<file path="config.mk">
export PLATFORM = sky130hd
export DESIGN_NAME = tbnks_front
export DESIGN_NICKNAME = d
export VERILOG_FILES = /design/src/rtl/core/two_bit_nucleotide_kmer_store_top_macros.svh /design/src/rtl/core/tbnks_pkg.sv /design/src/rtl/core/tbnks_front.sv
export SDC_FILE = /design/constraint.sdc
export NUM_CORES = 1
export LEC_CHECK = 0
export ABC_AREA = 1
export BUFFER_PORTS_ARGS = -buffer_cell sky130_fd_sc_hd__buf_2
export CORE_MARGIN = 10
export CORE_UTILIZATION = 51
export DETAILED_ROUTE_END_ITERATION = 8
export GPL_ROUTABILITY_DRIVEN = 0
export PLACE_DENSITY = 0.81
export SETUP_SLACK_MARGIN = 0.4
export SYNTH_ARGS = -nofsm -noshare
export SYNTH_HDL_FRONTEND = slang
export SYNTH_SLANG_ARGS = --single-unit
</file>
<file path="constraint.sdc">
create_clock -name i_clk -period 4.5 [get_ports i_clk]
set_clock_uncertainty 0.15 [all_clocks]
set_input_delay 1.125 -clock i_clk [delete_from_list [all_inputs] [get_ports i_clk]]
set_output_delay 1.125 -clock i_clk [all_outputs]
set_load 0.05 [all_outputs]
</file>
<file path="src/rtl/core/two_bit_nucleotide_kmer_store_top_macros.svh">
// Assertion macros used by the k-mer store.
`ifndef TWO_BIT_NUCLEOTIDE_KMER_STORE_TOP_MACROS_SVH
`define TWO_BIT_NUCLEOTIDE_KMER_STORE_TOP_MACROS_SVH
`ifndef SYNTHESIS
// Same-cycle implication.
`define TBNKS_ASSERT_IMP(name, clk, rst_n, ante, cons) \
    name: assert property (@(posedge clk) disable iff (!rst_n) (ante) |-> (cons)) \
        else $error("k-mer store: same-cycle check failed");
// Next-cycle implication.
`define TBNKS_ASSERT_NXT(name, clk, rst_n, ante, cons) \
    name: assert property (@(posedge clk) disable iff (!rst_n) (ante) |=> (cons)) \
        else $error("k-mer store: next-cycle check failed");
`else
`define TBNKS_ASSERT_IMP(name, clk, rst_n, ante, cons)
`define TBNKS_ASSERT_NXT(name, clk, rst_n, ante, cons)
`endif
`endif

</file>
<file path="src/rtl/core/tbnks_pkg.sv">
`timescale 1ns / 1ps
// Shared types, constants and helper functions of the k-mer store.
package tbnks_pkg;

    // Store geometry.
    localparam int SEQ_CAPACITY   = 4096;
    localparam int BASES_PER_WORD = 16;
    localparam int MAX_SPAN       = 32;
    localparam int KMER_BASES     = 16;
    localparam int MASK_BITS      = 32;
    localparam int SPAN           = (MAX_SPAN < MASK_BITS) ? MAX_SPAN : MASK_BITS;
    localparam int WORD_W         = 2 * BASES_PER_WORD;
    localparam int STORE_WORDS    = SEQ_CAPACITY / BASES_PER_WORD;
    localparam int ADDR_W         = $clog2(STORE_WORDS);
    localparam int OFF_W          = $clog2(BASES_PER_WORD);
    localparam int LEN_W          = $clog2(SEQ_CAPACITY) + 1;

    // Field widths.
    localparam int POS_W    = 12;
    localparam int KLEN_W   = 5;
    localparam int CHAR_W   = 8;
    localparam int KMER_W   = 32;
    localparam int CNT_W    = 6;
    localparam int WLEN_W   = 6;
    localparam int CODE_W   = 2;
    localparam int CFG_IDX_W = 2;
    localparam int CFG_DATA_W = 32;

    // Stream packing.
    localparam int IN_TDATA_W  = 32;
    localparam int IN_TUSER_W  = 2;
    localparam int OUT_TDATA_W = 40;
    localparam int OUT_TUSER_W = 2;

    // Query window: three store words, packed eight offsets at a time.
    localparam int WIN_WORDS = 3;
    localparam int WIN_W     = WIN_WORDS * WORD_W;
    localparam int RD_IDX_W  = 2;
    localparam int LANES     = 8;
    localparam int GROUPS    = SPAN / LANES;
    localparam int GRP_W     = $clog2(GROUPS);

    // Queue between front and back.
    localparam int Q_DEPTH = 2;
    localparam int Q_PTR_W = $clog2(Q_DEPTH);
    localparam int Q_CNT_W = $clog2(Q_DEPTH + 1);

    // Configuration register indexes and reset values.
    localparam logic [CFG_IDX_W-1:0] CFG_WINDOW_MASK  = 2'd0;
    localparam logic [CFG_IDX_W-1:0] CFG_WINDOW_LEN   = 2'd1;
    localparam logic [CFG_IDX_W-1:0] CFG_UNKNOWN_CODE = 2'd2;
    localparam logic [MASK_BITS-1:0] RST_WINDOW_MASK  = 32'h0000_FFFF;
    localparam logic [WLEN_W-1:0]    RST_WINDOW_LEN   = 6'd16;
    localparam logic [CODE_W-1:0]    RST_UNKNOWN_CODE = 2'd0;

    // Item kinds.
    typedef enum logic [1:0] {
        KIND_CLEAR  = 2'd0,
        KIND_APPEND = 2'd1,
        KIND_CONTIG = 2'd2,
        KIND_MASKED = 2'd3
    } t_kind;

    // Result status codes.
    typedef enum logic [1:0] {
        ST_OK      = 2'd0,
        ST_UNKNOWN = 2'd1,
        ST_FULL    = 2'd2,
        ST_RANGE   = 2'd3
    } t_status;

    // One classified word handed from the front to the back.
    typedef struct packed {
        t_kind                 kind;
        logic [CODE_W-1:0]     code;
        logic                  unknown;
        logic                  pre_bad;
        logic [POS_W-1:0]      base;
        logic [MASK_BITS-1:0]  sel;
    } t_op;

    // Queue fill status.
    typedef struct packed {
        logic full;
        logic empty;
    } t_q_stat;

    // Ones in the n lowest bits, all ones from MASK_BITS up.
    function automatic logic [MASK_BITS-1:0] low_mask(input logic [WLEN_W-1:0] n);
        logic [MASK_BITS-1:0] m;
        m = '1;
        if (n < WLEN_W'(MASK_BITS)) begin
            m = ~({MASK_BITS{1'b1}} << n);
        end
        return m;
    endfunction

endpackage

</file>
<file path="src/rtl/core/tbnks_front.sv">
`timescale 1ns / 1ps
// Front end: takes input words, holds configuration and classifies each word.
module tbnks_front import tbnks_pkg::*; (
    input  logic                  i_clk,
    input  logic                  i_rst_n,
    input  logic                  i_in_valid,
    output logic                  o_in_ready,
    input  t_kind                 i_kind,
    input  logic [CHAR_W-1:0]     i_nuc_char,
    input  logic [KLEN_W-1:0]     i_kmer_len,
    input  logic [POS_W-1:0]      i_position,
    input  logic                  i_cfg_valid,
    output logic                  o_cfg_ready,
    input  logic [CFG_IDX_W-1:0]  i_cfg_index,
    input  logic [CFG_DATA_W-1:0] i_cfg_data,
    input  t_q_stat               i_q,
    output logic                  o_push,
    output t_op                   o_op
);

    // Base codes.
    localparam logic [CODE_W-1:0] NUC_A = 2'd0;
    localparam logic [CODE_W-1:0] NUC_C = 2'd1;
    localparam logic [CODE_W-1:0] NUC_G = 2'd2;
    localparam logic [CODE_W-1:0] NUC_T = 2'd3;

    logic [MASK_BITS-1:0] r_window_mask;
    logic [WLEN_W-1:0]    r_window_len;
    logic [CODE_W-1:0]    r_unknown_code;

    logic [WLEN_W-1:0]    span_len;
    logic [CODE_W:0]      dec;
    t_op                  op;

    // Maps a character to {known, code}; unknown characters take the configured code.
    function automatic logic [CODE_W:0] nuc_decode(input logic [CHAR_W-1:0] ch,
                                                   input logic [CODE_W-1:0] unk);
        logic [CODE_W:0] r;
        case (ch) inside
            "A", "a", "U", "u": r = {1'b1, NUC_A};
            "C", "c":           r = {1'b1, NUC_C};
            "G", "g":           r = {1'b1, NUC_G};
            "T", "t":           r = {1'b1, NUC_T};
            default:            r = {1'b0, unk};
        endcase
        return r;
    endfunction

    // Configuration registers; writes are always taken.
    always_ff @(posedge i_clk) begin
        if (!i_rst_n) begin
            r_window_mask  <= RST_WINDOW_MASK;
            r_window_len   <= RST_WINDOW_LEN;
            r_unknown_code <= RST_UNKNOWN_CODE;
        end else if (i_cfg_valid) begin
            unique case (i_cfg_index)
                CFG_WINDOW_MASK:  r_window_mask  <= i_cfg_data[MASK_BITS-1:0];
                CFG_WINDOW_LEN:   r_window_len   <= i_cfg_data[WLEN_W-1:0];
                CFG_UNKNOWN_CODE: r_unknown_code <= i_cfg_data[CODE_W-1:0];
                default: ;
            endcase
        end
    end

    assign o_cfg_ready = 1'b1;

    // A masked query looks at no more offsets than the span allows.
    assign span_len = (r_window_len > WLEN_W'(SPAN)) ? WLEN_W'(SPAN) : r_window_len;
    assign dec      = nuc_decode(i_nuc_char, r_unknown_code);

    // Classify: both query kinds become a start base plus a selection mask.
    always_comb begin
        op         = '0;
        op.kind    = i_kind;
        op.code    = dec[CODE_W-1:0];
        op.unknown = !dec[CODE_W];
        op.base    = i_position;
        unique case (i_kind)
            KIND_CONTIG: begin
                op.base    = i_position + POS_W'(1) - POS_W'(i_kmer_len);
                op.pre_bad = (i_kmer_len == '0) || (i_kmer_len > KLEN_W'(KMER_BASES)) ||
                             (({1'b0, i_position} + (POS_W+1)'(1)) <
                              (POS_W+1)'(i_kmer_len));
                op.sel     = low_mask(WLEN_W'(i_kmer_len));
            end
            KIND_MASKED: begin
                op.sel = r_window_mask & low_mask(span_len);
            end
            default: ;
        endcase
    end

    // Hand the classified word to the queue whenever it has room.
    assign o_in_ready = !i_q.full;
    assign o_push     = i_in_valid && !i_q.full;
    assign o_op       = op;

endmodule

</file>
# [Yosys cells after proc, flatten, opt, wreduce, memory -nomap -nowiden]
# Cells that the tools add are included.
[totals] reg_bits=40 in_bits=67 word_cells=52
[op_classes] add_sub_neg=3 n_lt_le_gt_ge=4 n_eq_ne=14 shifts=2 n_mux=9 n_bitwise=3 n_reduce_logical=14
[ops] op="== test 8 x 7 -> 1 bit (second input constant)" n=10
[ops] op="2-to-1 mux 32 bit" n=2
[ops] op="NOT 32 bit" n=2
[ops] op="one-hot mux 32 bit (2 select lines)" n=1
[ops] op="AND 32 bit" n=1
[ops] op="<< shifter 32 x 5 -> 32 bit (first input constant)" n=1
[ops] op="<< shifter 32 x 6 -> 32 bit (first input constant)" n=1
[ops] op="adder 12 x 1 -> 13 bit (second input constant)" n=1
[ops] op="< comparator 13 x 5 -> 1 bit" n=1
[ops] op="2-to-1 mux 13 bit" n=1
[ops] op="adder 12 x 1 -> 12 bit (second input constant)" n=1
[ops] op="2-to-1 mux 3 bit" n=4
[ops] op="subtractor 12 x 5 -> 12 bit" n=1
[ops] op="== test 2 bit (second input constant)" n=3
[ops] op="> comparator 6 bit (second input constant)" n=1
[ops] op="< comparator 6 bit (second input constant)" n=1
[ops] op="2-to-1 mux 6 bit" n=1
[ops] op="AND reduction 2 bit" n=3
[ops] op="OR reduction 2 bit" n=3
[ops] op="> comparator 5 bit (second input constant)" n=1
[ops] op="zero test 5 bit" n=1
[ops] op="OR reduction 4 bit" n=1
[ops] op="== test 2 x 1 -> 1 bit (second input constant)" n=1
[ops] op="zero test 1 bit" n=2
[ops] op="3 further kinds" n=4

# [Longest topological paths before layout]
[depth] depth_word=8 ltp_mapped=12

# [Worst setup path before layout]
# OpenSTA, ideal clock, no wires.
[synth_path] path_type="in2out" start="in i_kmer_len[2]" end="out o_op[37] in the netlist's numbering" t_arrival_ps=3547 required_time_ps=3225 slack_ps=-322 stages=8 n_path_buf=1 path_cell_list="buf_2 inv_1 ha_1 fa_1 nand3_1 nand2_1 xnor2_1 o21ai_0"
[synth_lines] item="start, declared" line_no="tbnks_front.sv:10" source="input logic [KLEN_W-1:0] i_kmer_len,"
[synth_lines] item="end, declared" line_no="tbnks_front.sv:18" source="output t_op o_op"

==> run summary <==
Data required time at the worst endpoint: 3.22 ns
Post-detailed-routing wire length: 11500 um
Setup-failing EPs final: 0
Sequential element share of the synthesized area: 23.56%
Arrival time reported for the critical path endpoint: 2.84 ns
DR DRC count: 0
Placed wire-length estimate: 9077 um
Clock buffers created by TritonCTS: 5
Vias after detailed routing: 4149
Layout net count: 755
TritonCTS clock tree: yes
Period Utilization, post-route: 91.43%
Diode count: 0
Max-Cap Viols: 0
Post-synthesis sequential element count: 40
Area of the mapped netlist: 3400 sq um
Outcome: finished clean
Layout cell share with drive strength beyond 1: 28.59%
Placeable core region: 6422 sq um
Unrepaired setup endpoints after global routing: yes
Share of cell area taken by muxes after synthesis: 0%
Area share of fa/ha/maj cells after synthesis: 10.53%
Top Ports: 120
IO buf count: 116
XOR/XNOR Fraction of Synth Area: 1.803%
Die area: 10330 sq um
Global-route total usage across every layer: 21.66%
Cell count after synthesis: 549
Drt pass-1 iters: 6
Mean Syn Cell Area: 6.192 sq um
Vias in the first global route: 4129
Sequential cell area: 800.8 sq um
Warnings from Yosys: 0
Clock sink count: 40
Post-detailed-route wirelength per cell: 15.58 um
TNS Setup: 0 ns
Critical Path End Type: output port
Pwr/cell area: 281.9 nW/um^2
Worst-case setup slack after placement: 0.04111 ns
Synthesis-to-layout area growth: 32.57%
Clk root buf: clkbuf_8
Clock Tree Buf Depth: 2
Hold Violations, Final: 0
Worst Path Class, Setup: in2out
Fraction of the mapped netlist area in simple logic gates: 32.35%
Worst slew margin relative to its limit: 59.49%
CTS H-tree depth: 2
Antenna-violating nets left: 0
Hold buffer count at cts: 0
Dominant combinational cell family by area after synthesis: simple AND/OR/NAND/NOR gates
Total gr overflow: 0
Compound-cell area share of the yosys netlist: 20.39%
Maximum number of pins on one net before global-route repair: 41
Die span in y: 101.6 um
Final min period: 4.114 ns
Die W: 101.6 um
First-pass GRT wire length: 18710 um
Clock slew seen by the registers of the worst setup and hold paths: 0.07 ns
Final Worst Setup Slack: 0.3856 ns
Slew at the pin closest to its max-slew limit: 0.6077 ns
Kind of start point of the critical path: primary input
Final-layout fill cell count: 577
Number of antenna violations at the first check in global routing: 0
Average vias per placed instance: 5.622
Clock latency on the worst-skew pair: 0.29 ns
Net count of the mapped netlist: 644
Leak: 2.363 nW
Count of cell types in the netlist: 37
Final Max Slew Viols: 0
Worst ir drop on vdd: 340.2 uV
Drt first-iter violations: 391
Total number of placement rows: 29
Worst-path maximum fanout: 3
Hold/Removal Path Class: reg2reg
Highest clock rate: 0.2431 GHz
Combined area of the multi-input logic cells: 2435 sq um
Initial Util: 52.93%
[timing repair]
item                                   in CTS  in global routing
endpoints found under the hold margin       0                  0
pin swaps                                   7                  4
setup buffers                               4                  0
setup endpoints to repair                   7                  9
resized for setup                          35                 21
[flip-flops by register name (all words and copies together) (netlist names)]
signal,flops
r_unknown_code,2
r_window_len,6
r_window_mask,32
[kinds of logic after synthesis]
kind of cell,Yosys count
buffers and inverters,97
adder cells (fa/ha/maj),28
XOR/XNOR,7
AND/OR/NAND/NOR,256
flip-flops,40
AO/OA/AOI/OAI,120
other,1
[synth_stat cells]
cell       instances  area [sq um]
nand3_1           56         280.3
ha_1              27         337.8
buf_4              3         22.52
or2_2              1         6.260
o2111ai_1          6         52.55
nand2_2            1         6.260
xor2_1             3         26.28
o22ai_1            5         31.28
nor3_2             1         10.01
nor2_4             2         22.52
a21oi_2            1         8.760
o221ai_1           4         35.03
buf_2              5         25.02
nor2_1            67         251.5
a32o_1             1         10.01
nor2_2             4         25.02
conb_1             1         3.750
inv_1             68         255.2
clkbuf_2           1         5.000
o21ai_1            3         15.01
o21bai_1           2         15.01
nand3_2            1         10.01
clkbuf_1          14         52.55
a31oi_1            4         25.02
o21ai_0           63         315.3
nand2_1          109         409.1
or2_1              3         18.77
xnor2_1            4         35.03
fa_1               1         20.02
a21oi_1           19         95.09
inv_2              6         22.52
nand4_1            4         25.02
o211ai_1           8         60.06
nor3_1             7         35.03
a211oi_1           1         7.510
a21o_1             3         22.52
dfxtp_1           40         800.8
[cells in the final DEF, fill, tap and decap left out, types with 4 or more instances in the layout]
cell type and instances:
a21oi_1 15, a21oi_2 5, buf_2 104, buf_4 14, buf_6 6, clkbuf_8 5, dfxtp_1 40, ha_1 18
ha_4 8, inv_1 64, inv_2 7, nand2_1 106, nand3_1 50, nand3_2 7, nand4_1 4, nor2_1 67
nor2_2 4, nor3_1 7, o2111ai_1 6, o211ai_1 8, o21ai_0 54, o21ai_2 8, o221ai_1 4, o22ai_1 5
xnor2_1 4
[layout make-up]
type | instances | area share [%]
flip-flops and latches | 40 | 17.77
inverters | 74 | 6.330
well taps | 77 | 2.138
clock inverters | 3 | 1.999
multi-input cells | 412 | 54.03
repair buffers | 127 | 16.21
clock buffers | 5 | 1.527
[per-layer routing]
| layer | vias to the layer above | track usage (%) | routed length, um |
|---|---|---|---|
| li1 | 2045 | - | - |
| met1 | 1882 | 23.82 | 4372 |
| met2 | 202 | 38.82 | 5760 |
| met3 | 20 | 6.195 | 1183 |
| met4 | 0 | 7.591 | 184 |
| met5 | - | 0 | 0 |
[report_power, final]
group,switching [mW],total [mW],internal (mW)
clock network,0.125,0.403,0.277
logic,0.328,0.482,0.154
registers,0.0134,0.386,0.372
[critical path, cell delays in order]
cell	delay, ns
buf_8	0.08
inv_4	0.03
ha_4	0.25
inv_2	0.04
ha_4	0.15
fa_2	0.36
nand3_2	0.09
nand2_4	0.07
nand3_2	0.08
nand2_2	0.05
or2_1	0.22
nand3_2	0.08
o21ai_4	0.06
buf_6	0.15
[stage by stage]
step / power (mW) / cells / hold WS, ns / instance area, sq um / util [%]
after CTS: 1.257 / 738 / 0.3073 / 4427 / 68.93
after floorplan: 0.7096 / 549 / 0.2705 / 3480 / -
after global routing: 1.334 / 738 / 0.3291 / 4507 / 70.17
final: 1.270 / 738 / 0.3079 / 4507 / 70.17
after global placement: 0.8241 / 726 / 0.2828 / 4104 / 63.90
after detailed placement: 0.8321 / 726 / 0.2886 / 4104 / 63.90
[worst paths after layout]
| kind | slack, ns | cells past startpoint | to | start |
|---|---|---|---|---|
| setup / recovery | 0.39 | 14 | o_op[41] | i_position[1] |
| hold reg to reg | 0.31 | 2 | r_unknown_code[1]$_SDFFE_PN0P_ | r_unknown_code[1]$_SDFFE_PN0P_ |
| setup reg to reg | 3.43 | 2 | r_window_len[5]$_SDFFE_PN0P_ | r_window_len[5]$_SDFFE_PN0P_ |
| hold / removal | 0.31 | 2 | r_unknown_code[1]$_SDFFE_PN0P_ | r_unknown_code[1]$_SDFFE_PN0P_ |
No activity file was read; power rests on OpenSTA's default activity.
