### src/rtl/core/two_bit_nucleotide_kmer_store_top_macros.svh
// Assertion macros used by the k-mer store.
`ifndef TWO_BIT_NUCLEOTIDE_KMER_STORE_TOP_MACROS_SVH
`define TWO_BIT_NUCLEOTIDE_KMER_STORE_TOP_MACROS_SVH
`ifndef SYNTHESIS
// Same-cycle implication.
`define TBNKS_ASSERT_IMP(name, clk, rst_n, ante, cons) \
    name: assert property (@(posedge clk) disable iff (!rst_n) (ante) |-> (cons)) \
        else $error("k-mer store: same-cycle check failed");
// Next-cycle implication.
`define TBNKS_ASSERT_NXT(name, clk, rst_n, ante, cons) \
    name: assert property (@(posedge clk) disable iff (!rst_n) (ante) |=> (cons)) \
        else $error("k-mer store: next-cycle check failed");
`else
`define TBNKS_ASSERT_IMP(name, clk, rst_n, ante, cons)
`define TBNKS_ASSERT_NXT(name, clk, rst_n, ante, cons)
`endif
`endif

### src/rtl/core/tbnks_pkg.sv
`timescale 1ns / 1ps
// Shared types, constants and helper functions of the k-mer store.
package tbnks_pkg;

    // Store geometry.
    localparam int SEQ_CAPACITY   = 4096;
    localparam int BASES_PER_WORD = 16;
    localparam int MAX_SPAN       = 32;
    localparam int KMER_BASES     = 16;
    localparam int MASK_BITS      = 32;
    localparam int SPAN           = (MAX_SPAN < MASK_BITS) ? MAX_SPAN : MASK_BITS;
    localparam int WORD_W         = 2 * BASES_PER_WORD;
    localparam int STORE_WORDS    = SEQ_CAPACITY / BASES_PER_WORD;
    localparam int ADDR_W         = $clog2(STORE_WORDS);
    localparam int OFF_W          = $clog2(BASES_PER_WORD);
    localparam int LEN_W          = $clog2(SEQ_CAPACITY) + 1;

    // Field widths.
    localparam int POS_W    = 12;
    localparam int KLEN_W   = 5;
    localparam int CHAR_W   = 8;
    localparam int KMER_W   = 32;
    localparam int CNT_W    = 6;
    localparam int WLEN_W   = 6;
    localparam int CODE_W   = 2;
    localparam int CFG_IDX_W = 2;
    localparam int CFG_DATA_W = 32;

    // Stream packing.
    localparam int IN_TDATA_W  = 32;
    localparam int IN_TUSER_W  = 2;
    localparam int OUT_TDATA_W = 40;
    localparam int OUT_TUSER_W = 2;

    // Query window: three store words, packed eight offsets at a time.
    localparam int WIN_WORDS = 3;
    localparam int WIN_W     = WIN_WORDS * WORD_W;
    localparam int RD_IDX_W  = 2;
    localparam int LANES     = 8;
    localparam int GROUPS    = SPAN / LANES;
    localparam int GRP_W     = $clog2(GROUPS);

    // Queue between front and back.
    localparam int Q_DEPTH = 2;
    localparam int Q_PTR_W = $clog2(Q_DEPTH);
    localparam int Q_CNT_W = $clog2(Q_DEPTH + 1);

    // Configuration register indexes and reset values.
    localparam logic [CFG_IDX_W-1:0] CFG_WINDOW_MASK  = 2'd0;
    localparam logic [CFG_IDX_W-1:0] CFG_WINDOW_LEN   = 2'd1;
    localparam logic [CFG_IDX_W-1:0] CFG_UNKNOWN_CODE = 2'd2;
    localparam logic [MASK_BITS-1:0] RST_WINDOW_MASK  = 32'h0000_FFFF;
    localparam logic [WLEN_W-1:0]    RST_WINDOW_LEN   = 6'd16;
    localparam logic [CODE_W-1:0]    RST_UNKNOWN_CODE = 2'd0;

    // Item kinds.
    typedef enum logic [1:0] {
        KIND_CLEAR  = 2'd0,
        KIND_APPEND = 2'd1,
        KIND_CONTIG = 2'd2,
        KIND_MASKED = 2'd3
    } t_kind;

    // Result status codes.
    typedef enum logic [1:0] {
        ST_OK      = 2'd0,
        ST_UNKNOWN = 2'd1,
        ST_FULL    = 2'd2,
        ST_RANGE   = 2'd3
    } t_status;

    // One classified word handed from the front to the back.
    typedef struct packed {
        t_kind                 kind;
        logic [CODE_W-1:0]     code;
        logic                  unknown;
        logic                  pre_bad;
        logic [POS_W-1:0]      base;
        logic [MASK_BITS-1:0]  sel;
    } t_op;

    // Queue fill status.
    typedef struct packed {
        logic full;
        logic empty;
    } t_q_stat;

    // Ones in the n lowest bits, all ones from MASK_BITS up.
    function automatic logic [MASK_BITS-1:0] low_mask(input logic [WLEN_W-1:0] n);
        logic [MASK_BITS-1:0] m;
        m = '1;
        if (n < WLEN_W'(MASK_BITS)) begin
            m = ~({MASK_BITS{1'b1}} << n);
        end
        return m;
    endfunction

endpackage

### src/rtl/core/tbnks_fifo.sv
`timescale 1ns / 1ps
// Short queue of classified words between the front and the back.
module tbnks_fifo import tbnks_pkg::*; (
    input  logic    i_clk,
    input  logic    i_rst_n,
    input  logic    i_push,
    input  t_op     i_op,
    input  logic    i_pop,
    output t_op     o_head,
    output t_q_stat o_q
);

    t_op                r_mem [Q_DEPTH];
    logic [Q_PTR_W-1:0] r_wr_ptr;
    logic [Q_PTR_W-1:0] r_rd_ptr;
    logic [Q_CNT_W-1:0] r_count;

    // Pointers and fill count.
    always_ff @(posedge i_clk) begin
        if (!i_rst_n) begin
            r_wr_ptr <= '0;
            r_rd_ptr <= '0;
            r_count  <= '0;
        end else begin
            if (i_push) begin
                r_wr_ptr <= r_wr_ptr + Q_PTR_W'(1);
            end
            if (i_pop) begin
                r_rd_ptr <= r_rd_ptr + Q_PTR_W'(1);
            end
            if (i_push && !i_pop) begin
                r_count <= r_count + Q_CNT_W'(1);
            end else if (!i_push && i_pop) begin
                r_count <= r_count - Q_CNT_W'(1);
            end
        end
    end

    // Entry storage.
    always_ff @(posedge i_clk) begin
        if (i_push) begin
            r_mem[r_wr_ptr] <= i_op;
        end
    end

    assign o_head  = r_mem[r_rd_ptr];
    assign o_q.full  = (r_count == Q_CNT_W'(Q_DEPTH));
    assign o_q.empty = (r_count == '0);

endmodule

### config.mk
export PLATFORM = sky130hd
export DESIGN_NAME = tbnks_fifo
export DESIGN_NICKNAME = d
export VERILOG_FILES = /design/src/rtl/core/two_bit_nucleotide_kmer_store_top_macros.svh /design/src/rtl/core/tbnks_pkg.sv /design/src/rtl/core/tbnks_fifo.sv
export SDC_FILE = /design/constraint.sdc
export NUM_CORES = 1
export LEC_CHECK = 0
export BUFFER_PORTS_ARGS = -buffer_cell sky130_fd_sc_hd__buf_2
export CELL_PAD_IN_SITES_DETAIL_PLACEMENT = 1
export CELL_PAD_IN_SITES_GLOBAL_PLACEMENT = 1
export CORE_MARGIN = 2
export CORE_UTILIZATION = 43
export DETAILED_ROUTE_END_ITERATION = 6
export PLACE_DENSITY_LB_ADDON = 0.1
export SKIP_CTS_REPAIR_TIMING = 1
export SLEW_MARGIN = 20
export SYNTH_ARGS = -nofsm -noshare
export SYNTH_HDL_FRONTEND = slang
export SYNTH_SLANG_ARGS = --single-unit
### constraint.sdc
create_clock -name i_clk -period 4 [get_ports i_clk]
set_clock_uncertainty 0.15 [all_clocks]
set_input_delay 0.8 -clock i_clk [delete_from_list [all_inputs] [get_ports i_clk]]
set_output_delay 0.8 -clock i_clk [all_outputs]
set_load 0.005 [all_outputs]
Yosys cells after proc, flatten, opt, wreduce, memory -nomap -nowiden
Memory sizes are Yosys's and may differ from the RTL's. A register that Yosys moved wholly into a read port is not among the register bits. Cells that the tools add are included.

Register bits: 4. Memory bits (writable): 100. Memories: 1.

$add $sub $neg: 4. Equal/unequal tests: 1. Multiplexer cells: 6. Reduce and logical (&&, ||, !) cells: 6.

Memory list: r_mem (depth 2, bits a word 50, read ports 1, clocked after memory_dff 1, wr ports 1, RTL line tbnks_fifo.sv:13) `t_op r_mem [Q_DEPTH];`.

Operator list (count): two-way mux 1 bit (4); two-way mux 2 bit (2); adder 1 bit (second input constant) (2); adder 2 x 1 -> 2 bit (second input constant) (1); == test 2 bit (second input constant) (1); logical AND 1 bit (2); logical NOT 1 bit (2); logical NOT 2 bit (1); nonzero test 2 bit (1); subtractor 2 x 1 -> 2 bit (second input constant) (1).

Longest topological paths before layout
Gate-level depths: netlist of run 1.

Word-level depth: 4. Gate-level depth with buffers: 5.

Worst setup path after synthesis of run 1
OpenSTA, ideal clock, no wires.

Path type: input to register. Start point: in i_push. End point: mem r_mem[0][0] in the netlist's numbering, enable pin. Data arrival time: 3047 ps. Slack: 338 ps. Stages on the path: 1. Path through: nor2b_1.

Word-level cells in the longest chain between the ends: 2.

Ends and longest elaborated chain: start: declaration (RTL line tbnks_fifo.sv:6) `input logic i_push,`; two-way mux 1 bit (RTL line tbnks_fifo.sv:41) `if (i_push) begin`; two-way mux 1 bit (not written as such) (RTL line tbnks_fifo.sv:42) `r_mem[r_wr_ptr] <= i_op;`; end: declaration (RTL line tbnks_fifo.sv:13).

No other way between the ends.

==> report_table.html, run 1 <==
<table>
<tr><th>Metric</th><th>Value</th></tr>
<tr><th colspan="2">Worst setup path</th></tr>
<tr><td>Required @ worst endpoint</td><td>3050 ps</td></tr>
<tr><td>CP Capture Type</td><td>output pin</td></tr>
<tr><td>Type of the worst setup path</td><td>register to output pin</td></tr>
<tr><td>Crit-path max FO</td><td>23</td></tr>
<tr><td>R2R depth</td><td>2</td></tr>
<tr><td>Worst Path Buf+Inv</td><td>2</td></tr>
<tr><td>Cell family with most CP delay</td><td>flip-flops</td></tr>
<tr><td>Nature of the critical path startpoint</td><td>register</td></tr>
<tr><td>RR Endpoint</td><td>r_mem[1][18]$_DFFE_PP_</td></tr>
<tr><td>Critical Path, Cell by Cell</td><td>buf_4, mux2_2, buf_2</td></tr>
<tr><td>Reg-to-reg startpoint</td><td>r_wr_ptr$_SDFFE_PN0P_</td></tr>
<tr><td>Worst path slowest cell</td><td>sky130_fd_sc_hd__dfxtp_2</td></tr>
<tr><td>CP Data Arrival Time</td><td>between 1500 and 2000 ps</td></tr>
<tr><td>Reg-to-reg setup timing slack</td><td>~2200 ps</td></tr>
<tr><td>Biggest cell delay along the critical path</td><td>roughly 550 ps</td></tr>
<tr><th colspan="2">Detailed routing</th></tr>
<tr><td>Final routed wirelength across all metal layers</td><td>~6600 µm</td></tr>
<tr><td>Wirelength per Cell</td><td>16.1 µm</td></tr>
<tr><td>Detailed router's first-iteration violation count</td><td>60</td></tr>
<tr><td># DRC</td><td>0</td></tr>
<tr><td>Vias after detailed routing</td><td>1950</td></tr>
<tr><td>First-pass iteration count of the detailed router</td><td>4</td></tr>
<tr><td>Detail-routed via count per cell</td><td>4.80</td></tr>
<tr><td>Antenna violation net count after detailed routing</td><td>0</td></tr>
<tr><th colspan="2">Layout</th></tr>
<tr><td>Fillcell total</td><td>849</td></tr>
<tr><td>Post-layout net count</td><td>348</td></tr>
<tr><td>Multi-input combinational cell area</td><td>around 690 µm²</td></tr>
<tr><td>Fraction of layout instances using a drive strength above 1</td><td>0.587</td></tr>
<tr><td>Antenna diode count</td><td>0</td></tr>
<tr><td>Reg area</td><td>approximately 3100 µm²</td></tr>
<tr><td>Relative area change from synthesis to final layout</td><td>22.6%</td></tr>
<tr><td>Final non-filler cell area</td><td>between 4000 and 5000 µm²</td></tr>
<tr><td>Post-layout utilization of the core</td><td>0.539</td></tr>
<tr><th colspan="2">Placement</th></tr>
<tr><td>Weighted congestion at the end of routability-driven global placement</td><td>0.704</td></tr>
<tr><td>Count of port buffers added during placement</td><td>105</td></tr>
<tr><td>Final HPWL from detailed placement</td><td>around 4500 µm</td></tr>
<tr><td>Cell area reported after detailed placement</td><td>4510 µm²</td></tr>
<tr><th colspan="2">Pwr</th></tr>
<tr><td>Total chip power</td><td>2.09 mW</td></tr>
<tr><td>Net switching component of the power</td><td>approximately 470 µW</td></tr>
<tr><td>Leakage component of the power</td><td>between 1.5 and 2 nW</td></tr>
<tr><td>Switching part of the total</td><td>0.225</td></tr>
<tr><td>Worst voltage drop across the vdd grid</td><td>roughly 0.00023 V</td></tr>
<tr><td>Clock group share of total power</td><td>0.277</td></tr>
<tr><td>Fraction of power consumed by combinational cells</td><td>0.106</td></tr>
<tr><td>Proportion of power drawn by flip-flops and latches</td><td>0.617</td></tr>
<tr><td>Power density over the cells</td><td>446 nW/µm²</td></tr>
<tr><td>Cell-internal power</td><td>1.62 mW</td></tr>
<tr><th colspan="2">Logic synthesis</th></tr>
<tr><td>Count of yosys warnings during synthesis</td><td>0</td></tr>
<tr><td>Netlist area before placement</td><td>roughly 3800 µm²</td></tr>
<tr><td>Average footprint of a synthesized cell</td><td>21.4 µm²</td></tr>
<tr><td>Syn Inst Count</td><td>roughly 180</td></tr>
<tr><td>Number of synthesized register bits</td><td>around 110</td></tr>
<tr><td>Proportion of synthesized chip area in sequential cells</td><td>0.813</td></tr>
<tr><td>Post-synth net total</td><td>approximately 230</td></tr>
<tr><td>Area leader, netlist</td><td>sky130_fd_sc_hd__edfxtp_1</td></tr>
<tr><td>Most area-consuming cells after synthesis</td><td>sky130_fd_sc_hd__edfxtp_1 79%, sky130_fd_sc_hd__mux2_2 14%, sky130_fd_sc_hd__dfxtp_1 2.6%, sky130_fd_sc_hd__mux2_1 0.89%, sky130_fd_sc_hd__buf_2 0.79%</td></tr>
<tr><td>Most used flip-flop cell after synthesis</td><td>sky130_fd_sc_hd__edfxtp_1</td></tr>
<tr><td>Most frequent cells after synthesis</td><td>100 x sky130_fd_sc_hd__edfxtp_1, 47 x sky130_fd_sc_hd__mux2_2, 6 x sky130_fd_sc_hd__buf_2</td></tr>
<tr><td>Most repeated cell in the gate-level netlist after synthesis</td><td>sky130_fd_sc_hd__edfxtp_1</td></tr>
<tr><td>Portion of synthesized cell area occupied by the leading cell type</td><td>0.787</td></tr>
<tr><td>Fraction of registers with async set/reset</td><td>0</td></tr>
<tr><td>Number of enable flip-flop cells after synthesis</td><td>100</td></tr>
<tr><td>Count of cell types in the netlist</td><td>17</td></tr>
<tr><th colspan="2">CTS</th></tr>
<tr><td>Clock Tree Root</td><td>sky130_fd_sc_hd__clkbuf_8</td></tr>
<tr><td>Sinks on Clock Net</td><td>approximately 110</td></tr>
<tr><td>CTS tree</td><td>built</td></tr>
<tr><td>Clock latency of the later-clocked register in the worst-skew pair</td><td>about 350 ps</td></tr>
<tr><td>TritonCTS buffer count</td><td>9</td></tr>
<tr><td>Maximum root-to-sink buffer count</td><td>2</td></tr>
<tr><td>Worst-path clk slew</td><td>90 ps</td></tr>
<tr><td>CTS HTree Levels</td><td>3</td></tr>
<tr><th colspan="2">Hold path</th></tr>
<tr><td>Hold path startpoint</td><td>r_count[1]$_SDFFE_PN0P_</td></tr>
<tr><td>Class of the tightest hold or removal check</td><td>register to register</td></tr>
<tr><td>Number of instances on the worst hold path</td><td>2</td></tr>
<tr><td>Worst hold endpoint</td><td>r_count[1]$_SDFFE_PN0P_</td></tr>
<tr><th colspan="2">STA</th></tr>
<tr><td>Final cycle utilization of the critical path</td><td>0.690</td></tr>
<tr><td>Fmax achieved</td><td>0.362 GHz</td></tr>
<tr><td>Remaining max-slew budget at the tightest pin</td><td>0.525</td></tr>
<tr><td>Endpoints failing setup</td><td>0</td></tr>
<tr><td>Actual transition at the worst max-transition pin</td><td>approximately 700 ps</td></tr>
<tr><td>Number of max-slew violations in the final report</td><td>0</td></tr>
<tr><td>Final critical-path required period</td><td>about 2800 ps</td></tr>
<tr><td>Total Neg Setup Slack</td><td>0 ps</td></tr>
<tr><td>RSZ-0062 raised after global routing</td><td>no</td></tr>
<tr><td>Hold violation total from the final report</td><td>0</td></tr>
<tr><th colspan="2">Job</th></tr>
<tr><td>Count of max-cap constraint violations</td><td>0</td></tr>
<tr><th colspan="2">Global routing</th></tr>
<tr><td>Gr usage total</td><td>0.142</td></tr>
<tr><td>Number of antenna violations at the first check in global routing</td><td>0</td></tr>
<tr><td>Maximum number of pins on one net before global-route repair</td><td>30</td></tr>
<tr><td>First-pass GRT wire length</td><td>~10000 µm</td></tr>
<tr><td>Global route overflow</td><td>0</td></tr>
<tr><td>Vias in the first global route</td><td>approximately 2100</td></tr>
<tr><th colspan="2">Floorplanning</th></tr>
<tr><td>Core footprint</td><td>between 8000 and 9000 µm²</td></tr>
<tr><td>Vertical die dimension</td><td>between 90 and 100 µm</td></tr>
<tr><td>Number of placement rows</td><td>34</td></tr>
<tr><td>Boundary Pins</td><td>about 110</td></tr>
<tr><td>Initial cell density of the core</td><td>0.440</td></tr>
<tr><td>Horizontal extent of the die</td><td>a little under 100 µm</td></tr>
<tr><td>Area of the die</td><td>9640 µm²</td></tr>
<tr><th colspan="2">Status</th></tr>
<tr><td>Status</td><td>finished, final reports clean</td></tr>
</table>
-- layer usage --
metal | part of all wire | vias to the layer above | track usage
li1 | - | 919 | -
met4 | 0.020 | 0 | 0.0717
met3 | 0.065 | 11 | 0.0379
met1 | 0.42 | 953 | 0.179
met5 | 0 | - | 0
met2 | 0.49 | 67 | 0.229
-- power groups by stage --
stage / registers (mW) / clock network (mW) / logic (mW)
final: 1.29 / 0.577 / 0.222
after global routing: 1.30 / 0.630 / 0.244
after CTS: 1.29 / 0.602 / 0.229
after detailed placement: 1.31 / 0 / 0.228
after global placement: 1.31 / 0 / 0.225
after floorplan: 1.31 / 0 / 0.121
-- through the flow --
| step | cells | hold slack, ps | worst slack, ps |
|---|---|---|---|
| 2_1_floorplan | 178 | 316 | 338 |
| 6_report | 406 | 369 | 1240 |
| 5_1_grt | 406 | 398 | 1100 |
| 4_1_cts | 406 | 375 | 1180 |
| 3_3_place_gp | 390 | 335 | 1570 |
| 3_5_place_dp | 390 | 361 | 1580 |
-- cells in the final DEF, fill, tap and decap left out, types with 2 or more instances in the layout --
master and n:
sky130_fd_sc_hd__mux2_2 47, sky130_fd_sc_hd__clkinv_4 3, sky130_fd_sc_hd__mux2_1 3, sky130_fd_sc_hd__edfxtp_1 100
sky130_fd_sc_hd__and2_1 3, sky130_fd_sc_hd__clkbuf_8 9, sky130_fd_sc_hd__buf_2 105, sky130_fd_sc_hd__dfxtp_1 4
sky130_fd_sc_hd__buf_4 4, sky130_fd_sc_hd__xor2_1 2
-- final cells by class --
cell class              instances  share of cell area
flip-flops and latches        105               0.664
multi-input cells              66               0.147
repair buffers                110               0.123
well taps                     108              0.0289
clock buffers                  10              0.0273
clock inverters                 6             0.00936
inverters                       1            0.000803
-- worst min-delay path: stages (launching register included) --
cell and delay, ps:
sky130_fd_sc_hd__dfxtp_1 340, sky130_fd_sc_hd__o21ai_0 70, sky130_fd_sc_hd__a21boi_1 60
-- state kept, by name (all words and copies together), names as in the netlist, named ones only --
name      flops
r_count       2
r_mem       100
r_rd_ptr      1
r_wr_ptr      1
-- worst max path at each step --
| stage | end | slack (ps) | depth (start not counted) |
|---|---|---|---|
| finish | o_head[38] | 1240 | 3 |
| CTS | o_head[38] | 1180 | 3 |
| global route | o_head[38] | 1100 | 3 |
| floorplan | r_mem[0][0]$_DFFE_PP_ | 340 | 1 |
| detailed placement | r_mem[1][13]$_DFFE_PP_ | 1580 | 3 |
| global placement | o_head[38] | 1570 | 3 |
-- cell families after synthesis --
family / synth area share
flops: 0.813
fa+ha+maj: 0.00328
xor+xnor: 0.00689
compound gates: 0.00525
simple gates: 0.0148
mux: 0.148
buf+inv: 0.00885
Power figures use the tool's default switching activity.
==> run 2: changes to the inputs <==
CORE_UTILIZATION = 39   (was 43)
clock period = 2.4 ns   (was 4 ns; I/O delays follow)
==> run 2 against run 1 <==
Effect of this change: cell area grew 1.6%; critical path type unchanged; critical endpoint is now o_head[19]; sequential share of layout area decreased by 1.1 points; flip-flop and latch count unchanged; register-to-register slack worse by 1200 ps; hold slack got worse by 210 ps; highest routed layer unchanged; largest cell class unchanged.
==> report_table.html, run 2 (same netlist as run 1, synthesis figures left out) <==
<table>
<tr><th>Metric</th><th>Value</th></tr>
<tr><th colspan="2">Status</th></tr>
<tr><td>Status</td><td>finished, final reports clean (unchanged)</td></tr>
<tr><th colspan="2">Detailed routing</th></tr>
<tr><td>Antenna violation net count after detailed routing</td><td>0 (unchanged)</td></tr>
<tr><td>Detail-routed via count per cell</td><td>4.58 (was 4.80)</td></tr>
<tr><td>First-pass iteration count of the detailed router</td><td>3 (was 4)</td></tr>
<tr><td># DRC</td><td>0 (unchanged)</td></tr>
<tr><td>Wirelength per Cell</td><td>16.2 µm (was 16.1 µm)</td></tr>
<tr><td>Final routed wirelength across all metal layers</td><td>6970 µm (was 6550 µm)</td></tr>
<tr><td>Vias after detailed routing</td><td>1973 (was 1950)</td></tr>
<tr><td>Detailed router's first-iteration violation count</td><td>48 (was 60)</td></tr>
<tr><th colspan="2">Pwr</th></tr>
<tr><td>Fraction of power consumed by combinational cells</td><td>0.105 (was 0.106)</td></tr>
<tr><td>Worst voltage drop across the vdd grid</td><td>0.000329 V (was 0.000225 V)</td></tr>
<tr><td>Power density over the cells</td><td>771 nW/µm² (was 446 nW/µm²)</td></tr>
<tr><td>Leakage component of the power</td><td>1.78 nW (was 1.76 nW)</td></tr>
<tr><td>Switching part of the total</td><td>0.209 (was 0.225)</td></tr>
<tr><td>Clock group share of total power</td><td>0.312 (was 0.277)</td></tr>
<tr><td>Cell-internal power</td><td>2.90 mW (was 1.62 mW)</td></tr>
<tr><td>Proportion of power drawn by flip-flops and latches</td><td>0.584 (was 0.617)</td></tr>
<tr><td>Net switching component of the power</td><td>765 µW (was 469 µW)</td></tr>
<tr><th colspan="2">CTS</th></tr>
<tr><td>Clock Tree Root</td><td>sky130_fd_sc_hd__clkbuf_8 (unchanged)</td></tr>
<tr><td>CTS tree</td><td>built (unchanged)</td></tr>
<tr><td>Clock latency of the later-clocked register in the worst-skew pair</td><td>360 ps (was 350 ps)</td></tr>
<tr><td>CTS HTree Levels</td><td>3 (unchanged)</td></tr>
<tr><td>Worst-path clk slew</td><td>100 ps (was 90 ps)</td></tr>
<tr><td>Sinks on Clock Net</td><td>105 (unchanged)</td></tr>
<tr><td>Maximum root-to-sink buffer count</td><td>2 (unchanged)</td></tr>
<tr><td>TritonCTS buffer count</td><td>9 (unchanged)</td></tr>
<tr><th colspan="2">Global routing</th></tr>
<tr><td>Maximum number of pins on one net before global-route repair</td><td>36 (was 30)</td></tr>
<tr><td>Global route overflow</td><td>0 (unchanged)</td></tr>
<tr><td>Number of antenna violations at the first check in global routing</td><td>0 (unchanged)</td></tr>
<tr><td>Vias in the first global route</td><td>1996 (was 2052)</td></tr>
<tr><td>Gr usage total</td><td>0.133 (was 0.142)</td></tr>
<tr><td>First-pass GRT wire length</td><td>10300 µm (was 10400 µm)</td></tr>
<tr><th colspan="2">Worst setup path</th></tr>
<tr><td>CP Capture Type</td><td>output pin (unchanged)</td></tr>
<tr><td>Nature of the critical path startpoint</td><td>register (unchanged)</td></tr>
<tr><td>Type of the worst setup path</td><td>register to output pin (unchanged)</td></tr>
<tr><td>Required @ worst endpoint</td><td>1770 ps (was 3050 ps)</td></tr>
<tr><td>Crit-path max FO</td><td>20 (was 23)</td></tr>
<tr><td>CP Data Arrival Time</td><td>1510 ps (was 1810 ps)</td></tr>
<tr><th colspan="2">STA</th></tr>
<tr><td>Hold violation total from the final report</td><td>0 (unchanged)</td></tr>
<tr><td>Final critical-path required period</td><td>about 2100 ps</td></tr>
<tr><td>Fmax achieved</td><td>0.468 GHz</td></tr>
<tr><td>Endpoints failing setup</td><td>0 (unchanged)</td></tr>
<tr><td>Actual transition at the worst max-transition pin</td><td>499 ps (was 711 ps)</td></tr>
<tr><td>Remaining max-slew budget at the tightest pin</td><td>0.667 (was 0.525)</td></tr>
<tr><td>Worst setup slack after layout</td><td>264 ps (was 1240 ps)</td></tr>
<tr><td>Final cycle utilization of the critical path</td><td>0.890</td></tr>
<tr><td>Final-layout worst hold slack</td><td>155 ps (was 369 ps)</td></tr>
<tr><td>Number of max-slew violations in the final report</td><td>0 (unchanged)</td></tr>
<tr><td>RSZ-0062 raised after global routing</td><td>no (unchanged)</td></tr>
<tr><td>Total Neg Setup Slack</td><td>0 ps (unchanged)</td></tr>
<tr><th colspan="2">Layout</th></tr>
<tr><td>Registers with the most flip-flops</td><td>r_mem: 100 flops, r_count: 2 flops (unchanged)</td></tr>
<tr><td>Most common cell after layout, fill and taps aside</td><td>sky130_fd_sc_hd__buf_2 (unchanged)</td></tr>
<tr><td>Relative area change from synthesis to final layout</td><td>24.6% (was 22.6%)</td></tr>
<tr><td>Fraction of layout instances using a drive strength above 1</td><td>0.591 (was 0.587)</td></tr>
<tr><td>Multi-input combinational cell area</td><td>687 µm² (unchanged)</td></tr>
<tr><td>Reg area</td><td>3100 µm² (unchanged)</td></tr>
<tr><td>Biggest register</td><td>r_mem (unchanged)</td></tr>
<tr><td>Antenna diode count</td><td>0 (unchanged)</td></tr>
<tr><td>Final non-filler cell area</td><td>4750 µm² (was 4680 µm²)</td></tr>
<tr><td>Post-layout net count</td><td>349 (was 348)</td></tr>
<tr><td>Fillcell total</td><td>987 (was 849)</td></tr>
<tr><td>Commonest cells after routing, fill and taps aside</td><td>105 x sky130_fd_sc_hd__buf_2, 100 x sky130_fd_sc_hd__edfxtp_1, 47 x sky130_fd_sc_hd__mux2_2, 9 x sky130_fd_sc_hd__clkbuf_8, 5 x sky130_fd_sc_hd__buf_4 (was 105 x sky130_fd_sc_hd__buf_2, 100 x sky130_fd_sc_hd__edfxtp_1, 47 x sky130_fd_sc_hd__mux2_2, 9 x sky130_fd_sc_hd__clkbuf_8)</td></tr>
<tr><td>Flip-flop count of the largest register after layout</td><td>100 (unchanged)</td></tr>
<tr><th colspan="2">Job</th></tr>
<tr><td>Count of max-cap constraint violations</td><td>0 (unchanged)</td></tr>
<tr><th colspan="2">Floorplanning</th></tr>
<tr><td>Area of the die</td><td>10600 µm² (was 9640 µm²)</td></tr>
<tr><td>Horizontal extent of the die</td><td>103 µm (was 98.2 µm)</td></tr>
<tr><td>Boundary Pins</td><td>106 (unchanged)</td></tr>
<tr><td>Initial cell density of the core</td><td>0.396 (was 0.440)</td></tr>
<tr><td>Core footprint</td><td>9640 µm² (was 8680 µm²)</td></tr>
<tr><td>Number of placement rows</td><td>36 (was 34)</td></tr>
<tr><td>Vertical die dimension</td><td>103 µm (was 98.2 µm)</td></tr>
<tr><th colspan="2">Placement</th></tr>
<tr><td>Final HPWL from detailed placement</td><td>4650 µm (was 4500 µm)</td></tr>
<tr><td>Weighted congestion at the end of routability-driven global placement</td><td>0.674 (was 0.704)</td></tr>
<tr><td>Count of port buffers added during placement</td><td>105 (unchanged)</td></tr>
<tr><td>Post-placement setup slack</td><td>623 ps (was 1580 ps)</td></tr>
<tr><td>Cell area reported after detailed placement</td><td>4540 µm² (was 4510 µm²)</td></tr>
<tr><th colspan="2">Hold path</th></tr>
<tr><td>Class of the tightest hold or removal check</td><td>primary input to register (was register to register)</td></tr>
</table>
[run 2: changes by cell type in the layout (fill, tap and decap cells not counted)]
| cell | change |
|---|---|
| sky130_fd_sc_hd__bufinv_16 | +2 |
| sky130_fd_sc_hd__clkinvlp_4 | +1 |
| sky130_fd_sc_hd__clkinv_1 | -1 |
| sky130_fd_sc_hd__clkinv_4 | -2 |
| sky130_fd_sc_hd__buf_4 | +1 |
| sky130_fd_sc_hd__inv_6 | -1 |
[run 2: power by group through the flow]
| stage | combinational, mW | clock (mW) | sequential [mW] |
|---|---|---|---|
| 2_1_floorplan | 0.201 | 0 | 2.17 |
| 3_3_place_gp | 0.388 | 0 | 2.18 |
| 3_5_place_dp | 0.395 | 0 | 2.18 |
| 4_1_cts | 0.396 | 1.18 | 2.14 |
| 5_1_grt | 0.426 | 1.25 | 2.15 |
| 6_report | 0.384 | 1.14 | 2.14 |
[run 2: layout make-up]
cell class	count	share of cell area
timing repair buffer	111	0.123
clock inverter	5	0.0171
clock buffer	10	0.0268
multi-input combinational	66	0.145
inverter	1	0.000790
tap	133	0.0350
sequential	105	0.653
[run 2: metrics by stage]
step           power, mW  instances  utilization
2_1_floorplan       2.37        178            -
3_3_place_gp        2.56        416        0.471
3_5_place_dp        2.58        416        0.471
4_1_cts             3.71        431        0.493
5_1_grt             3.83        431        0.493
6_report            3.66        431        0.493
[run 2: per-layer routing]
| layer | global-route usage | routed length, µm |
|---|---|---|
| met1 | 0.175 | 3040 |
| met2 | 0.209 | 3400 |
| met3 | 0.0434 | 434 |
| met4 | 0.0486 | 93 |
| met5 | 0 | 0 |
[run 2: path summary, 6_finish.rpt]
kind	cells after the start	slack (ps)	from	end
worst max-delay path	3	260	register	o_head[19]
worst max register to register	2	970	r_wr_ptr$_SDFFE_PN0P_	r_mem[0][32]$_DFFE_PP_
worst min-delay path	1	160	i_op[18]	r_mem[1][18]$_DFFE_PP_
worst min register to register	2	380	r_count[1]$_SDFFE_PN0P_	r_count[1]$_SDFFE_PN0P_
[run 2: critical path, stage by stage (launching register included)]
cell	delay, ps
sky130_fd_sc_hd__dfxtp_2	360
sky130_fd_sc_hd__buf_4	290
sky130_fd_sc_hd__mux2_2	380
sky130_fd_sc_hd__buf_2	130
==> run 3: changes to the inputs <==
clock period = 1.9 ns   (was 2.4 ns; I/O delays follow)
==> run 3 against run 2 <==
Effect of this change: the flow now finishes with violations (negative setup slack); clock power up 39%; wire length up 3.7%; total power up 31%; sequential share of layout area down 1.4 points; utilization up 1.1 points; clock-buffer cell count up 2; global-route usage up 0.11 points; sequential power up 27%; via count up 1.2%; critical path depth unchanged; setup slack worse by 320 ps; critical path type unchanged.
==> report_table.html, run 3 (same netlist as run 1, synthesis figures left out) <==
<table>
<tr><th>Metric</th><th>Value</th></tr>
<tr><th colspan="2">Status</th></tr>
<tr><td>Violated checks</td><td>negative setup slack</td></tr>
<tr><td>Status</td><td>finished, violations left (was finished, final reports clean)</td></tr>
<tr><th colspan="2">Hold path</th></tr>
<tr><td>Class of the tightest hold or removal check</td><td>primary input to register (unchanged)</td></tr>
<tr><th colspan="2">Worst setup path</th></tr>
<tr><td>Type of the worst setup path</td><td>register to output pin (unchanged)</td></tr>
<tr><td>Crit-path max FO</td><td>17 (was 20)</td></tr>
<tr><td>CP Data Arrival Time</td><td>1420 ps (was 1510 ps)</td></tr>
<tr><td>Nature of the critical path startpoint</td><td>register (unchanged)</td></tr>
<tr><td>CP Capture Type</td><td>output pin (unchanged)</td></tr>
<tr><td>Required @ worst endpoint</td><td>1370 ps (was 1770 ps)</td></tr>
<tr><th colspan="2">Placement</th></tr>
<tr><td>Post-placement setup slack</td><td>271 ps (was 623 ps)</td></tr>
<tr><td>Count of port buffers added during placement</td><td>105 (unchanged)</td></tr>
<tr><td>Final HPWL from detailed placement</td><td>4630 µm (was 4650 µm)</td></tr>
<tr><td>Weighted congestion at the end of routability-driven global placement</td><td>0.724 (was 0.674)</td></tr>
<tr><td>Post-Place Cells</td><td>416 (unchanged)</td></tr>
<tr><th colspan="2">STA</th></tr>
<tr><td>RSZ-0062 raised after global routing</td><td>yes (was no)</td></tr>
<tr><td>Fmax achieved</td><td>0.512 GHz</td></tr>
<tr><td>Remaining max-slew budget at the tightest pin</td><td>0.815 (was 0.667)</td></tr>
<tr><td>Final-layout worst hold slack</td><td>58.6 ps (was 155 ps)</td></tr>
<tr><td>Final cycle utilization of the critical path</td><td>1.03</td></tr>
<tr><td>Actual transition at the worst max-transition pin</td><td>278 ps (was 499 ps)</td></tr>
<tr><td>Hold violation total from the final report</td><td>0 (unchanged)</td></tr>
<tr><td>Endpoints failing setup</td><td>48 (was 0)</td></tr>
<tr><td>Number of max-slew violations in the final report</td><td>0 (unchanged)</td></tr>
<tr><td>Worst setup slack after layout</td><td>-52.3 ps (was 264 ps)</td></tr>
<tr><td>Final critical-path required period</td><td>1950 ps</td></tr>
<tr><th colspan="2">Pwr</th></tr>
<tr><td>Power density over the cells</td><td>989 nW/µm² (was 771 nW/µm²)</td></tr>
<tr><td>Leakage component of the power</td><td>1.83 nW (was 1.78 nW)</td></tr>
<tr><td>Worst voltage drop across the vdd grid</td><td>0.000529 V (was 0.000329 V)</td></tr>
<tr><td>Total chip power</td><td>4.80 mW (was 3.66 mW)</td></tr>
<tr><th colspan="2">Floorplanning</th></tr>
<tr><td>Horizontal extent of the die</td><td>103 µm (unchanged)</td></tr>
<tr><td>Area of the die</td><td>10600 µm² (unchanged)</td></tr>
<tr><td>Core footprint</td><td>9640 µm² (unchanged)</td></tr>
<tr><td>Number of placement rows</td><td>36 (unchanged)</td></tr>
<tr><td>Initial cell density of the core</td><td>0.396 (unchanged)</td></tr>
<tr><td>Vertical die dimension</td><td>103 µm (unchanged)</td></tr>
<tr><td>Boundary Pins</td><td>106 (unchanged)</td></tr>
<tr><th colspan="2">CTS</th></tr>
<tr><td>TritonCTS buffer count</td><td>9 (unchanged)</td></tr>
<tr><td>CTS tree</td><td>built (unchanged)</td></tr>
<tr><td>Maximum root-to-sink buffer count</td><td>2 (unchanged)</td></tr>
<tr><td>CTS HTree Levels</td><td>3 (unchanged)</td></tr>
<tr><td>Clock Tree Root</td><td>sky130_fd_sc_hd__clkbuf_8 (unchanged)</td></tr>
<tr><td>Worst-path clk slew</td><td>100 ps (about the same)</td></tr>
<tr><td>Sinks on Clock Net</td><td>105 (unchanged)</td></tr>
<tr><td>Clock latency of the later-clocked register in the worst-skew pair</td><td>340 ps (was 360 ps)</td></tr>
<tr><th colspan="2">Detailed routing</th></tr>
<tr><td># DRC</td><td>0 (unchanged)</td></tr>
<tr><td>Detail-routed via count per cell</td><td>4.61 (was 4.58)</td></tr>
<tr><td>Final routed wirelength across all metal layers</td><td>7220 µm (was 6970 µm)</td></tr>
<tr><td>Antenna violation net count after detailed routing</td><td>0 (unchanged)</td></tr>
<tr><td>Wirelength per Cell</td><td>16.7 µm (was 16.2 µm)</td></tr>
<tr><td>First-pass iteration count of the detailed router</td><td>4 (was 3)</td></tr>
<tr><td>Detailed router's first-iteration violation count</td><td>67 (was 48)</td></tr>
<tr><td>Vias after detailed routing</td><td>1996 (was 1973)</td></tr>
<tr><th colspan="2">Layout</th></tr>
<tr><td>Fillcell total</td><td>950 (was 987)</td></tr>
<tr><td>Flip-flop count of the largest register after layout</td><td>100 (unchanged)</td></tr>
<tr><td>Most common cell after layout, fill and taps aside</td><td>sky130_fd_sc_hd__buf_2 (unchanged)</td></tr>
<tr><td>Antenna diode count</td><td>0 (unchanged)</td></tr>
<tr><td>Post-layout net count</td><td>350 (was 349)</td></tr>
<tr><td>Fraction of layout instances using a drive strength above 1</td><td>0.587 (was 0.591)</td></tr>
<tr><td>Biggest register</td><td>r_mem (unchanged)</td></tr>
<tr><td>Relative area change from synthesis to final layout</td><td>27.4% (was 24.6%)</td></tr>
<tr><td>Post-route non-filler standard cell count</td><td>433 (was 431)</td></tr>
<tr><td>Registers with the most flip-flops</td><td>r_mem: 100 flops, r_count: 2 flops (unchanged)</td></tr>
<tr><td>Commonest cells after routing, fill and taps aside</td><td>103 x sky130_fd_sc_hd__buf_2, 100 x sky130_fd_sc_hd__edfxtp_1, 44 x sky130_fd_sc_hd__mux2_2, 9 x sky130_fd_sc_hd__clkbuf_8, 4 x sky130_fd_sc_hd__dfxtp_1 (was 105 x sky130_fd_sc_hd__buf_2, 100 x sky130_fd_sc_hd__edfxtp_1, 47 x sky130_fd_sc_hd__mux2_2, 9 x sky130_fd_sc_hd__clkbuf_8, 5 x sky130_fd_sc_hd__buf_4)</td></tr>
<tr><th colspan="2">Job</th></tr>
<tr><td>Count of max-cap constraint violations</td><td>0 (unchanged)</td></tr>
<tr><th colspan="2">Global routing</th></tr>
<tr><td>Gr usage total</td><td>0.134 (was 0.133)</td></tr>
<tr><td>Vias in the first global route</td><td>2033 (was 1996)</td></tr>
<tr><td>First-pass GRT wire length</td><td>10200 µm (was 10300 µm)</td></tr>
<tr><td>Maximum number of pins on one net before global-route repair</td><td>35 (was 36)</td></tr>
<tr><td>Number of antenna violations at the first check in global routing</td><td>1 (was 0)</td></tr>
<tr><td>Global route overflow</td><td>0 (unchanged)</td></tr>
</table>
==> run 3: cell types whose count changed in the layout (fill, tap and decap cells not counted), moves of 2 or more <==
cell	change
sky130_fd_sc_hd__buf_12	+2
sky130_fd_sc_hd__clkbuf_1	+2
sky130_fd_sc_hd__buf_2	-2
sky130_fd_sc_hd__buf_4	-3
sky130_fd_sc_hd__mux2_2	-3
sky130_fd_sc_hd__mux2_4	+3
sky130_fd_sc_hd__buf_6	+2
==> run 3: critical path, stage by stage (launching register included) <==
cell,delay (ps)
sky130_fd_sc_hd__dfxtp_4,400
sky130_fd_sc_hd__clkbuf_16,200
sky130_fd_sc_hd__mux2_2,340
sky130_fd_sc_hd__buf_2,120
==> run 3: final cells by class <==
class	instances	area, µm²	area share
tap	133	166	0.0343
timing repair buffer	112	653	0.134
inverter	1	3.75	0.000773
multi-input combinational	66	698	0.144
sequential	105	3110	0.639
clock buffer	12	135	0.0278
clock inverter	4	95.1	0.0196
==> run 3: power by group <==
group	internal (mW)	switching, mW
sequential	2.67	0.0388
clock	0.876	0.708
combinational	0.286	0.228
total	3.83	0.975
==> run 3: path summary, 6_finish.rpt <==
path                           startpoint                       to  slack (ps)  cells past startpoint
setup / recovery                 register               o_head[20]         -50                      3
hold / removal                   i_op[35]   r_mem[1][35]$_DFFE_PP_          60                      1
setup reg to reg    r_wr_ptr$_SDFFE_PN0P_   r_mem[1][20]$_DFFE_PP_         560                      2
hold reg to reg   r_count[1]$_SDFFE_PN0P_  r_count[1]$_SDFFE_PN0P_         370                      2
==> run 3: per-stage QoR <==
step / cell area [µm²] / utilization / TNS [ps]
after global placement: 4570 / 0.474 / 0
after global routing: 4860 / 0.504 / -5410
after floorplan: 3820 / - / 0
after detailed placement: 4570 / 0.474 / 0
after CTS: 4800 / 0.498 / -5030
final: 4860 / 0.504 / -1470
==> run 3: routing by layer <==
metal | wire length (µm) | part of all wire | vias up | GRT usage
li1 | - | - | 925 | -
met2 | 3830 | 0.53 | 64 | 0.225
met5 | 13 | 0.0018 | - | 0
met1 | 2880 | 0.40 | 995 | 0.159
met4 | 93 | 0.013 | 2 | 0.0486
met3 | 409 | 0.057 | 10 | 0.0508
